**src/rtl/ihq_ram.sv**
```systemverilog
// ----------------------------------------------------------------------------
// ihq_ram
// Generic single-port synchronous RAM with registered read data.
// ----------------------------------------------------------------------------
module ihq_ram #(
  parameter int WIDTH = 8,
  parameter int DEPTH = 256
) (
  input  logic                     clk,
  input  logic                     we,
  input  logic [$clog2(DEPTH)-1:0] addr,
  input  logic [WIDTH-1:0]         wdata,
  output logic [WIDTH-1:0]         rdata
);

  logic [WIDTH-1:0] mem [DEPTH];

  always_ff @(posedge clk) begin
    if (we) begin
      mem[addr] <= wdata;
    end
    rdata <= mem[addr];
  end

endmodule
```
**config.mk**
```make
export PLATFORM = sky130hd
export DESIGN_NAME = ihq_ram
export DESIGN_NICKNAME = d
export VERILOG_FILES = /design/src/rtl/ihq_ram.sv
export SDC_FILE = /design/constraint.sdc
export NUM_CORES = 2
export LEC_CHECK = 0
export CAP_MARGIN = 25
export CORE_ASPECT_RATIO = 0.9
export CORE_UTILIZATION = 50
export DETAILED_ROUTE_END_ITERATION = 7
export DONT_BUFFER_PORTS = 1
export GPL_TIMING_DRIVEN = 0
export SKIP_CTS_REPAIR_TIMING = 1
export SLEW_MARGIN = 10
export SYNTH_ARGS = -nofsm -noshare
export SYNTH_HDL_FRONTEND = slang
export SYNTH_SLANG_ARGS = --single-unit
```
**constraint.sdc**
```tcl
create_clock -name clk -period 3.34 [get_ports clk]
set_input_delay 0.167 -clock clk [delete_from_list [all_inputs] [get_ports clk]]
set_output_delay 0.167 -clock clk [all_outputs]
set_load 0.01 [all_outputs]
```
Yosys cells after proc, flatten, opt, wreduce, memory -nomap -nowiden

Memory sizes are Yosys's and may differ from the RTL's. A register that Yosys moved wholly into a read port is not among the register bits.
Cells that the tools add are included.

Multiplexer cells: 2

Operators with widths:

| cell   | count |
|---|---|
| $mux 1 | 2 |

Memory bits (writable): 2048
Register bits after elaboration: 0
Logic and storage cells: 3
Memories kept: 1
Output and inout port bits: 8
Input bits: 18

Memories:

| name | depth | bits a word | read ports | clocked after memory_dff | write ports | line | RTL |
|---|---|---|---|---|---|---|---|
| mem  | 256   | 8           | 1          | 1                        | 1           | 16   | `logic [WIDTH-1:0] mem [DEPTH];` |

Depth between registers and ports, before layout

Depth in word-level cells: 2
Gate-level depth with buffers: 10
Mapped depth without buffers: 5

Worst setup path after synthesis

Ideal clock, no wire load.

Path type: in2reg
Start: in addr[1]
End: mem mem[111][0] (enable)
Data arrival time: 2.016 ns
Stages on the path: 9
Path slack: 0.954 ns
Data required time: 2.970 ns
Path through: buf_2 -> clkbuf_1 -> clkbuf_1 -> nand2_1 -> buf_2 -> nor2_1 -> nand2_1 -> clkbuf_1 -> nor2_1

RTL lines:

| what            | line | RTL |
|---|---|---|
| start, declared | 11   | `input logic [$clog2(DEPTH)-1:0] addr,` |
| end, declared   | 16   |  |

No word-level cell before the write port.

Worst setup path after layout

Start: in addr[3]
End: mem mem[100][1] (enable)

No word-level cell before the write port.

==> metrics.yaml <==
clk_pin_slew_worst_paths_ns: 0.06
cts.sinks: 2056
hp-class: "in2reg"
critical_path_arrival_ns: 4.11
vdd_drop_max_mv: 0.571
die_area_mm2: 0.159
multi_input_area_mm2: 0.0161
status: "complete, but fails checks"
io_buffers: 0
clockRootBuffer: "clkbuf_16"
grt_max_degree: 257
synth_edf_count: 2048
final_common_cell: "edfxtp_1"
synth_area_mm2: 0.0785
coreArea_mm2: 0.155
synth_ff_type: "edfxtp_1"
cts_buffers: 199
initial_utilization_pct: 50.5
critPathMaxFanout: 10
violations: "negative hold slack, max-slew violations, negative setup slack"
ioPinCount: 26
dp_slack_ns: -1.49
tightest_slew_ns: 1.73
setup_ws_ns: -0.308
max_freq_mhz: 274
setup_viol_count_final: 268
clk_path_buf_depth: 3
synth_fp_nets: 3565
vias_per_cell: 6.44
period_share_pct: 109
grt_overflow_total: 0
drtIter0Drc: 5512
post_synth_num_cell_types: 22
wl_met1_um: 87500
rsz0062_at_grt: "yes"
r2r_cells: 5
slew_headroom_pct: -15.2
hold_viol: 27
worstSetupPathType: "in2reg"
final_util_pct: 56.9
htree_num_levels: 4
final_cell_mix: "edfxtp_1 (2,048), mux4_2 (512), a22oi_1 (256), clkbuf_16 (203), clkbuf_1 (161)"
synth_area_per_cell_um2: 22.1
start_kind: "input port"
finalNetCount: 3813
hold_depth: 1
dp_hpwl_um: 134000
ant_nets: 0
dr.pass1.iters: 5
met3_length_um: 22300
fillers: 11445
placed_area_mm2: 0.0816
layout-drive-gt1-share_pct: 26.6
die_h_um: 378
areaGrowthSynthToFinish_pct: 12.7
grt_pass1_vias: 38450
wl_met2_um: 95700
seq_area_frac_synth_pct: 78.6
clk_latency_ns: 0.84
wl_um: 213000
rows: 137
maxCapViolCount: 0
post-route-min-period_ns: 3.65
p_leak_uw: 0.0266
synth_top_cell_area_share_pct: 78.3
vias: 38893
endpoint_kind: "flip-flop"
antenna_found_initial: 7
grt_pass1_wl_um: 296000
die_w_um: 420
powerDensity_mw_per_mm2: 598
grt_use_total_pct: 27.3
synth_largest_area_cell: "edfxtp_1"
top_layer: "met5"
power_uw: 52900
wl_per_cell_um: 35.3
ys_seq_elements: 2056
cts_tree: "yes"
slew_violations: 344
sequential_cell_area_mm2: 0.0617
async_flop_share_pct: 0
hold-worst-slack_ns: -0.189
fin_area_mm2: 0.0885
gp_congestion: 0.924
drcViolationCount: 0
clock_skew_ns: 0.0399
synth.area.top_cells: "edfxtp_1 (78%), mux4_2 (15%), a22oi_1 (2.4%)"
ys_warn_count: 0
worstPathRequired_ns: 3.80
synthCells: 3547
[logic make-up after synthesis]
logic type | count (synthesis) | synth area share, %
DFF | 2056 | 78.6
AOI/OAI and AO/OA | 416 | 3.62
and+or+nand+nor | 330 | 1.73
buffers and inverters | 233 | 1.40
muxes | 512 | 14.7
[power by group]
part | internal (uW) | leakage (uW) | switching, uW | total [uW]
combinational | 815 | 0.00512 | 1790 | 2600
clock | 12200 | 0.00306 | 9660 | 21800
sequential | 28500 | 0.0185 | 25.2 | 28500
[state kept, by name, summed over array words and instances, names as in the netlist]
| name | flops |
|---|---|
| rdata | 8 |
| mem | 2048 |
[cell type report]
type                            instances  area share (%)
Antenna cell                            1         0.00283
Tap cell                             2085            2.95
Clock inverter                        107            1.05
Buffer                                229            1.27
Clock buffer                          254            6.01
Inverter                                1         0.00424
Multi-Input combinational cell       1258            18.2
Sequential cell                      2056            69.7
Timing Repair Buffer                   50           0.778
[layer usage]
layer,GRT usage [%],up-vias
met3,6.56,339
met4,9.69,2
met2,39.3,1951
li1,-,15608
met1,40.8,20993
met5,0,-
[stage by stage]
step / instances / TNS (ns) / hold WS, ns
floorplan: 3547 / 0 / 0.266
global placement: 5632 / -2954.51 / 0.295
detailed placement: 5667 / -1802.68 / 0.299
CTS: 6028 / -324.72 / -0.593
global route: 6040 / -16.07 / -0.111
finish: 6041 / -38.00 / -0.189
[cell usage after synthesis (7+ instances only)]
cell type     n
buf_2        36
nor2b_1       7
mux4_2      512
buf_1        19
o41ai_1      32
nand2_1      28
dfxtp_1       8
buf_4        16
nand3_1      13
buf_6        16
a22oi_1     256
nand4_1       8
a21oi_1     128
clkbuf_1    145
nor3_1       30
nor2_1      232
edfxtp_1   2048
[worst max-delay path: stages]
cell and delay, ns:
clkbuf_1 0.28, nor2b_1 0.18, clkbuf_1 0.61, buf_6 0.24
buf_2 0.34, buf_1 0.49, nand3_1 0.49, clkbuf_2 0.65
nor2_2 0.61
[path summary, 6_finish.rpt]
check / slack [ns] / end / startpoint
worst min-delay path: -0.19 / mem[83][1] / wdata[1]
worst max register to register: 0.15 / rdata[0] / mem[107][0]
worst min register to register: 1.15 / rdata[3] / mem[7][3]
worst max-delay path: -0.31 / mem[100][1] / addr[3]
Note: power is estimated with default switching activity, not from simulation.
